--- config.mk ---
export PLATFORM = sky130hd
export DESIGN_NAME = c_source_line_splicer_core
export DESIGN_NICKNAME = d
export VERILOG_FILES = /design/src/rtl/csls_pkg.sv /design/src/rtl/csls_step.sv /design/src/rtl/csls_queue.sv /design/src/rtl/c_source_line_splicer_core.sv
export SDC_FILE = /design/constraint.sdc
export NUM_CORES = 1
export LEC_CHECK = 0
export BUFFER_PORTS_ARGS = -buffer_cell sky130_fd_sc_hd__buf_2
export CAP_MARGIN = 10
export CORE_ASPECT_RATIO = 0.5
export CORE_UTILIZATION = 52
export CTS_CLUSTER_SIZE = 30
export DETAILED_ROUTE_END_ITERATION = 8
export GPL_TIMING_DRIVEN = 0
export PLACE_DENSITY = 0.8
export REMOVE_ABC_BUFFERS = 1
export SETUP_SLACK_MARGIN = 0.2
export SKIP_LAST_GASP = 1
export SLEW_MARGIN = 20
export SYNTH_ARGS = -nofsm -noshare
export SYNTH_HDL_FRONTEND = slang
export SYNTH_SLANG_ARGS = --single-unit
--- constraint.sdc ---
create_clock -name clock -period 4.2 [get_ports clock]
set_input_delay 0 -clock clock [delete_from_list [all_inputs] [get_ports clock]]
set_output_delay 0 -clock clock [all_outputs]
set_load 0.05 [all_outputs]
--- src/rtl/csls_pkg.sv ---
package csls_pkg;

   // Result position field width (the low bits of the internal position).
   localparam int POS_OUT_BITS = 32;

   // Result queue depth; two slots must be free before a beat is taken.
   localparam int QDEPTH = 4;

   localparam logic [7:0] CHAR_CR        = 8'h0D;
   localparam logic [7:0] CHAR_LF        = 8'h0A;
   localparam logic [7:0] CHAR_TAB       = 8'h09;
   localparam logic [7:0] CHAR_BACKSLASH = 8'h5C;
   localparam logic [7:0] CHAR_NONE      = 8'h00;

   // A tab moves the position on by this much; every other counted byte by one.
   localparam int TAB_ADVANCE = 8;

   typedef enum logic [1:0] {
      STATUS_CHAR       = 2'd0,
      STATUS_END        = 2'd1,
      STATUS_CR_NO_LF   = 2'd2,
      STATUS_UNEXP_END  = 2'd3
   } status_type;

   typedef struct packed {
      logic                    last;
      status_type              status;
      logic [POS_OUT_BITS-1:0] position;
      logic [7:0]              out_char;
   } result_type;

   typedef struct packed {
      logic [1:0]            count;
      result_type [1:0]      item;
   } push_type;

endpackage

--- src/rtl/csls_step.sv ---
module csls_step import csls_pkg::*; #(
   parameter int POS_BITS = 32
) (
   input  logic       clock,
   input  logic       reset,
   input  logic       accept,
   input  logic [7:0] byte_in,
   input  logic       end_mark,
   output push_type   push
);

   typedef enum logic [1:0] {
      MODE_IDLE,
      MODE_BSL,
      MODE_CR,
      MODE_BSL_CR
   } mode_type;

   localparam int SUM_BITS = POS_BITS + 1;

   mode_type              mode_ff, mode_in;
   logic [POS_BITS-1:0]   next_pos_ff, next_pos_in;
   logic [POS_BITS-1:0]   held_pos_ff, held_pos_in;
   logic                  failed_ff, failed_in;

   logic [SUM_BITS-1:0]   sum_one, sum_tab;
   logic [POS_BITS-1:0]   pos_plus_one, pos_plus_tab;

   // Outcome of a byte taken in the idle mode.
   logic                  idle_emit;
   mode_type              idle_mode;
   logic [POS_BITS-1:0]   idle_next;
   logic [POS_BITS-1:0]   idle_held;

   result_type            res0, res1;
   logic [1:0]            res_count;

   // The position saturates, so a carry out of the add pins it at all ones.
   assign sum_one      = {1'b0, next_pos_ff} + SUM_BITS'(1);
   assign sum_tab      = {1'b0, next_pos_ff} + SUM_BITS'(TAB_ADVANCE);
   assign pos_plus_one = sum_one[POS_BITS] ? '1 : sum_one[POS_BITS-1:0];
   assign pos_plus_tab = sum_tab[POS_BITS] ? '1 : sum_tab[POS_BITS-1:0];

   always_comb begin
      idle_emit = 1'b1;
      idle_mode = MODE_IDLE;
      idle_next = pos_plus_one;
      idle_held = held_pos_ff;
      if (byte_in == CHAR_CR) begin
         idle_emit = 1'b0;
         idle_mode = MODE_CR;
         idle_held = next_pos_ff;
      end else if (byte_in == CHAR_BACKSLASH) begin
         idle_emit = 1'b0;
         idle_mode = MODE_BSL;
         idle_held = next_pos_ff;
      end else if (byte_in == CHAR_TAB) begin
         idle_next = pos_plus_tab;
      end
   end

   always_comb begin
      result_type slot0, slot1;
      slot0 = '0;
      slot1 = '0;
      mode_in     = mode_ff;
      next_pos_in = next_pos_ff;
      held_pos_in = held_pos_ff;
      failed_in   = failed_ff;
      res_count   = 2'd0;

      if (accept) begin
         if (end_mark) begin
            slot0.status   = STATUS_END;
            slot0.position = POS_OUT_BITS'(next_pos_ff);
            res_count      = 2'd1;
            if (!failed_ff && mode_ff != MODE_IDLE) begin
               slot1          = slot0;
               slot0.position = POS_OUT_BITS'(held_pos_ff);
               if (mode_ff == MODE_BSL) begin
                  slot0.status   = STATUS_CHAR;
                  slot0.out_char = CHAR_BACKSLASH;
               end else begin
                  slot0.status   = STATUS_UNEXP_END;
               end
               res_count = 2'd2;
            end
            mode_in     = MODE_IDLE;
            next_pos_in = '0;
            held_pos_in = '0;
            failed_in   = 1'b0;
         end else if (!failed_ff) begin
            unique case (mode_ff)
               MODE_BSL: begin
                  if (byte_in == CHAR_LF) begin
                     mode_in = MODE_IDLE;
                  end else if (byte_in == CHAR_CR) begin
                     mode_in = MODE_BSL_CR;
                  end else begin
                     // Not a splice: the held backslash goes out ahead of this byte.
                     slot0.out_char = CHAR_BACKSLASH;
                     slot0.status   = STATUS_CHAR;
                     slot0.position = POS_OUT_BITS'(held_pos_ff);
                     slot1.out_char = byte_in;
                     slot1.status   = STATUS_CHAR;
                     slot1.position = POS_OUT_BITS'(next_pos_ff);
                     res_count      = idle_emit ? 2'd2 : 2'd1;
                     mode_in        = idle_mode;
                     next_pos_in    = idle_next;
                     held_pos_in    = idle_held;
                  end
               end
               MODE_CR, MODE_BSL_CR: begin
                  next_pos_in    = pos_plus_one;
                  mode_in        = MODE_IDLE;
                  slot0.position = POS_OUT_BITS'(next_pos_ff);
                  if (byte_in == CHAR_LF) begin
                     slot0.out_char = CHAR_LF;
                     slot0.status   = STATUS_CHAR;
                     res_count      = (mode_ff == MODE_CR) ? 2'd1 : 2'd0;
                  end else begin
                     slot0.status   = STATUS_CR_NO_LF;
                     res_count      = 2'd1;
                     failed_in      = 1'b1;
                  end
               end
               MODE_IDLE: begin
                  slot0.out_char = byte_in;
                  slot0.status   = STATUS_CHAR;
                  slot0.position = POS_OUT_BITS'(next_pos_ff);
                  res_count      = idle_emit ? 2'd1 : 2'd0;
                  mode_in        = idle_mode;
                  next_pos_in    = idle_next;
                  held_pos_in    = idle_held;
               end
               default: begin
                  mode_in = MODE_IDLE;
               end
            endcase
         end
      end

      slot0.last = (res_count == 2'd1);
      slot1.last = (res_count == 2'd2);
      res0 = slot0;
      res1 = slot1;
   end

   // Packed from the top: count, then the second result, then the first.
   assign push = {res_count, res1, res0};

   always_ff @(posedge clock) begin
      if (reset) begin
         mode_ff     <= MODE_IDLE;
         next_pos_ff <= '0;
         held_pos_ff <= '0;
         failed_ff   <= 1'b0;
      end else begin
         mode_ff     <= mode_in;
         next_pos_ff <= next_pos_in;
         held_pos_ff <= held_pos_in;
         failed_ff   <= failed_in;
      end
   end

endmodule

--- src/rtl/csls_queue.sv ---
module csls_queue import csls_pkg::*; (
   input  logic       clock,
   input  logic       reset,
   input  push_type   push,
   output logic       room,
   output logic       out_valid,
   input  logic       out_ready,
   output result_type out_item
);

   localparam int PTR_BITS   = $clog2(QDEPTH);
   localparam int COUNT_BITS = $clog2(QDEPTH + 1);

   result_type            entry_ff [QDEPTH];
   logic [PTR_BITS-1:0]   wr_ptr_ff, wr_ptr_in;
   logic [PTR_BITS-1:0]   rd_ptr_ff, rd_ptr_in;
   logic [COUNT_BITS-1:0] count_ff, count_in;
   logic [PTR_BITS-1:0]   wr_ptr_next;
   logic                  pop;

   assign out_valid   = (count_ff != '0);
   assign out_item    = entry_ff[rd_ptr_ff];
   assign pop         = out_valid && out_ready;
   // Taken from the registered count, so room has no combinational path from out_ready.
   assign room        = (count_ff <= COUNT_BITS'(QDEPTH - 2));
   assign wr_ptr_next = wr_ptr_ff + PTR_BITS'(1);

   assign wr_ptr_in = wr_ptr_ff + PTR_BITS'(push.count);
   assign rd_ptr_in = rd_ptr_ff + PTR_BITS'(pop);
   assign count_in  = count_ff + COUNT_BITS'(push.count) - COUNT_BITS'(pop);

   always_ff @(posedge clock) begin
      if (push.count != 2'd0) begin
         entry_ff[wr_ptr_ff] <= push.item[0];
      end
      if (push.count == 2'd2) begin
         entry_ff[wr_ptr_next] <= push.item[1];
      end
   end

   always_ff @(posedge clock) begin
      if (reset) begin
         wr_ptr_ff <= '0;
         rd_ptr_ff <= '0;
         count_ff  <= '0;
      end else begin
         wr_ptr_ff <= wr_ptr_in;
         rd_ptr_ff <= rd_ptr_in;
         count_ff  <= count_in;
      end
   end

endmodule

--- src/rtl/c_source_line_splicer_core.sv ---
// Channel   Direction  Beat contents
// req_      in         tdata[7:0] byte_in; tlast end_mark
// rsp_      out        tdata[7:0] out_char, tdata[39:8] position; tuser[1:0] status;
//                      tlast last
//
// One byte is taken per cycle while the queue has room. The state update happens
// in the cycle a beat is accepted, and its zero, one or two results enter a
// four-entry result queue. req_tready depends only on the queue fill: a beat is
// taken while two slots are free. Results appear on rsp_ from the cycle after
// their beat. Reset is synchronous and clears the splicer state and the queue.
module c_source_line_splicer_core import csls_pkg::*; #(
   parameter int POS_BITS = 32
) (
   input  logic        clock,
   input  logic        reset,
   input  logic        req_tvalid,
   output logic        req_tready,
   input  logic [7:0]  req_tdata,   // [7:0] byte_in
   input  logic        req_tlast,
   output logic        rsp_tvalid,
   input  logic        rsp_tready,
   output logic [39:0] rsp_tdata,   // [7:0] out_char, [39:8] position
   output logic [1:0]  rsp_tuser,   // [1:0] status
   output logic        rsp_tlast
);

   push_type   push;
   result_type head;
   logic       room;
   logic       accept;

   assign req_tready = room;
   assign accept     = req_tvalid && room;

   csls_step #(
      .POS_BITS (POS_BITS)
   ) u_step (
      .clock    (clock),
      .reset    (reset),
      .accept   (accept),
      .byte_in  (req_tdata),
      .end_mark (req_tlast),
      .push     (push)
   );

   csls_queue u_queue (
      .clock     (clock),
      .reset     (reset),
      .push      (push),
      .room      (room),
      .out_valid (rsp_tvalid),
      .out_ready (rsp_tready),
      .out_item  (head)
   );

   assign rsp_tdata = {head.position, head.out_char};
   assign rsp_tuser = head.status;
   assign rsp_tlast = head.last;

endmodule

==> flow_summary.json <==
{
  "internal_power_mw": 4.74,
  "ys.flop_type": "edfxtp_1",
  "seqPwrFrac_pct": 40.9,
  "dieArea_um2": 24700,
  "ys_seq_area_share_pct": 52.8,
  "finalSetupViolCount": 0,
  "grt_usage_pct": 27.6,
  "synth_top_area_share_pct": 40.3,
  "num_rows": 39,
  "power.switching_mw": 2.79,
  "grt_pass1_vias": 9630,
  "h-tree-depth": 1,
  "grt_max_degree": 62,
  "cts_sinks": 246,
  "critPathKind": "input pin to register",
  "yosys_register_bits": 246,
  "finish.net_count": 1122,
  "fmax_ghz": 0.269,
  "synth_area_leader_cell": "edfxtp_1",
  "gp_congestion": 0.921,
  "cpMostUsedCell": "a2111oi_4",
  "dp_hpwl_mm": 21.7,
  "clockRootBuffer": "clkbuf_16",
  "cts_max_path_buffers": 3,
  "start_util_pct": 53.9,
  "async_reset_ff_share_pct": 0,
  "arrival_ps": 3860,
  "tritoncts.num_buffers": 23,
  "fin_skew_ps": 7.25,
  "routed_wl_mm": 34.4,
  "routedWlPerCell_um": 24.1,
  "status": "finished, final reports clean",
  "power_frac_comb_pct": 31.6,
  "fin_crit_ps": 3720,
  "ys_warn_count": 0,
  "drt_iter0_drc": 1325,
  "cts_setup_buffers": 0,
  "finalMaxSlewViolations": 0,
  "clock_power_share_pct": 27.4,
  "drv_cap": 0,
  "slew_headroom_pct": 23.6,
  "ios": 58,
  "crit_slowest_cell": "a2111oi_4",
  "p_leak_nw": 4.59,
  "numPortBuffers": 57,
  "cp-start-kind": "input pin",
  "synthTopCellsByArea": "edfxtp_1 40%, dfxtp_1 12%, mux4_2 7.7%",
  "tritoncts": "done",
  "cp-end-kind": "register",
  "required_ps": 4340,
  "core_area_um2": 23200,
  "peakVddDrop_uv": 272,
  "fin_tns_setup_ps": 0,
  "detail-route-antenna-nets": 0,
  "critPathMaxStageDelay_ps": 780,
  "vias": 10021,
  "synth_edf_count": 168,
  "synthDistinctLibCells": 74,
  "die_h_um": 112,
  "p_per_area_nw_per_um2": 539,
  "whs_ps": 27.4,
  "synthCells": 1098,
  "hold_violations": 0,
  "final_cell_mix": "168 x edfxtp_1, 93 x a22o_1, 82 x nor2_1",
  "worst_pin_slew_ps": 1140,
  "path_cells": "dlygate4sd3_1 > buf_2 > or3b_1 > a2111oi_4 > a2111oi_4 > or4_1 > nand2_1 > nand2_8",
  "final_common_cell": "edfxtp_1",
  "postSynthAreaPerCell_um2": 11.4,
  "syn_to_final_growth_pct": 11.8,
  "path_max_fanout": 42,
  "die_w_um": 221,
  "drc": 0,
  "antenna_found_initial": 1,
  "switching_share_pct": 37.1,
  "rsz0062_at_grt": "false",
  "clk_latency_ps": 520,
  "grt_pass1_wl_mm": 53.5,
  "drive_gt1_share_pct": 19.4,
  "clk_pin_slew_ps": 70,
  "grt-ovfl-total": 0,
  "nFillCells": 1752,
  "min_period_over_period_pct": 88.7,
  "drt-pass1-iter-count": 6,
  "viasPerCell": 7.03,
  "hp-class": "input pin to register",
  "syn_area_um2": 12500
}
-- timing repair --
item                       in CTS  in global routing
hold endpoints to repair       20                  0
setup endpoints to repair      42                 44
gates resized for setup         1                  4
hold buffers                    6                  0
pin swaps                       0                  0
-- layout make-up --
type | instances | area (um2) | area share, %
diodes | 1 | 2.50 | 0.0179
multi-input cells | 728 | 5570 | 39.8
clock buffers | 31 | 636 | 4.54
flip-flops and latches | 246 | 6620 | 47.3
inverters | 23 | 86.3 | 0.617
well taps | 307 | 384 | 2.75
clock inverters | 11 | 100 | 0.716
repair buffers | 79 | 591 | 4.22
-- power by group through the flow --
stage	sequential [mW]	combinational (mW)	clock, mW
CTS	3.08	2.37	2.08
global route	3.11	2.49	2.17
detailed placement	3.14	2.36	0
finish	3.08	2.38	2.07
floorplan	3.10	1.70	0
global placement	3.18	2.22	0
-- flip-flops by register name (all words and copies together) (netlist names) --
| name | count |
|---|---|
| u_queue.entry_ff | 172 |
| u_queue.wr_ptr_ff | 2 |
| u_step.next_pos_ff | 32 |
| u_queue.count_ff | 3 |
| u_step.failed_ff | 1 |
| u_queue.rd_ptr_ff | 2 |
| u_step.held_pos_ff | 32 |
| u_step.mode_ff | 2 |
-- cell usage after synthesis, types with 11 or more instances --
cell      count
nor4_1       15
nand4_1      20
o21ai_0      35
a22oi_1      33
inv_1        23
clkbuf_1     84
a21oi_1      41
edfxtp_1    168
mux4_2       43
dfxtp_1      78
nor2_1       85
a211oi_1     11
nand2_1      78
a22o_2       21
o22ai_1      42
nand3_1      31
a22o_1       93
nor3_1       20
-- critical path: cells and delay by family --
family / cells / cell delay (ps)
and+or+nand+nor: 4 / 2200
AOI/OAI and AO/OA: 2 / 930
buffers and inverters: 2 / 680
-- kinds of logic (layout without fill, tap and decap cells) --
logic type / after synthesis / count (layout) / share of synthesized area, %
other: 0 / 1 / 0
xor gates and xnor gates: 13 / 13 / 0.910
and+or+nand+nor: 314 / 314 / 12.4
adders and majority gates: 8 / 8 / 0.860
DFF: 246 / 246 / 52.8
AOI/OAI and AO/OA: 345 / 345 / 20.6
buffers and inverters: 124 / 144 / 4.24
muxes: 48 / 48 / 8.18
-- layer usage --
metal	wire length [um]	vias up	global-route usage (%)
met5	0	-	0
met4	788	0	7.69
met3	3510	77	5.17
met2	16100	618	44.9
met1	14000	4968	38.1
li1	-	4358	-
-- final timing paths --
check,from,end,slack [ps],cells past startpoint
min,reset,u_step.held_pos_ff[14]$_SDFFE_PP0P_,30,2
max reg2reg,u_step.mode_ff[1]$_SDFFE_PP0P_,u_queue.entry_ff[1][38]$_DFFE_PP_,580,5
max,req_tdata[5],u_queue.entry_ff[1][38]$_DFFE_PP_,480,8
min reg2reg,u_step.held_pos_ff[18]$_SDFFE_PP0P_,u_step.held_pos_ff[18]$_SDFFE_PP0P_,510,2
-- metrics by stage --
stage                     area [um2]  setup slack (ps)  utilization (%)  power [mW]  instances
after floorplan                12100               175                -        4.80        997
after global placement         12700             -2690             54.9        5.40       1361
after detailed placement       13100               209             56.6        5.50       1377
after CTS                      13900               323             60.0        7.53       1425
after global routing           14000               375             60.2        7.77       1426
final                          14000               476             60.2        7.53       1426
Note: power is estimated with default switching activity, not from simulation.
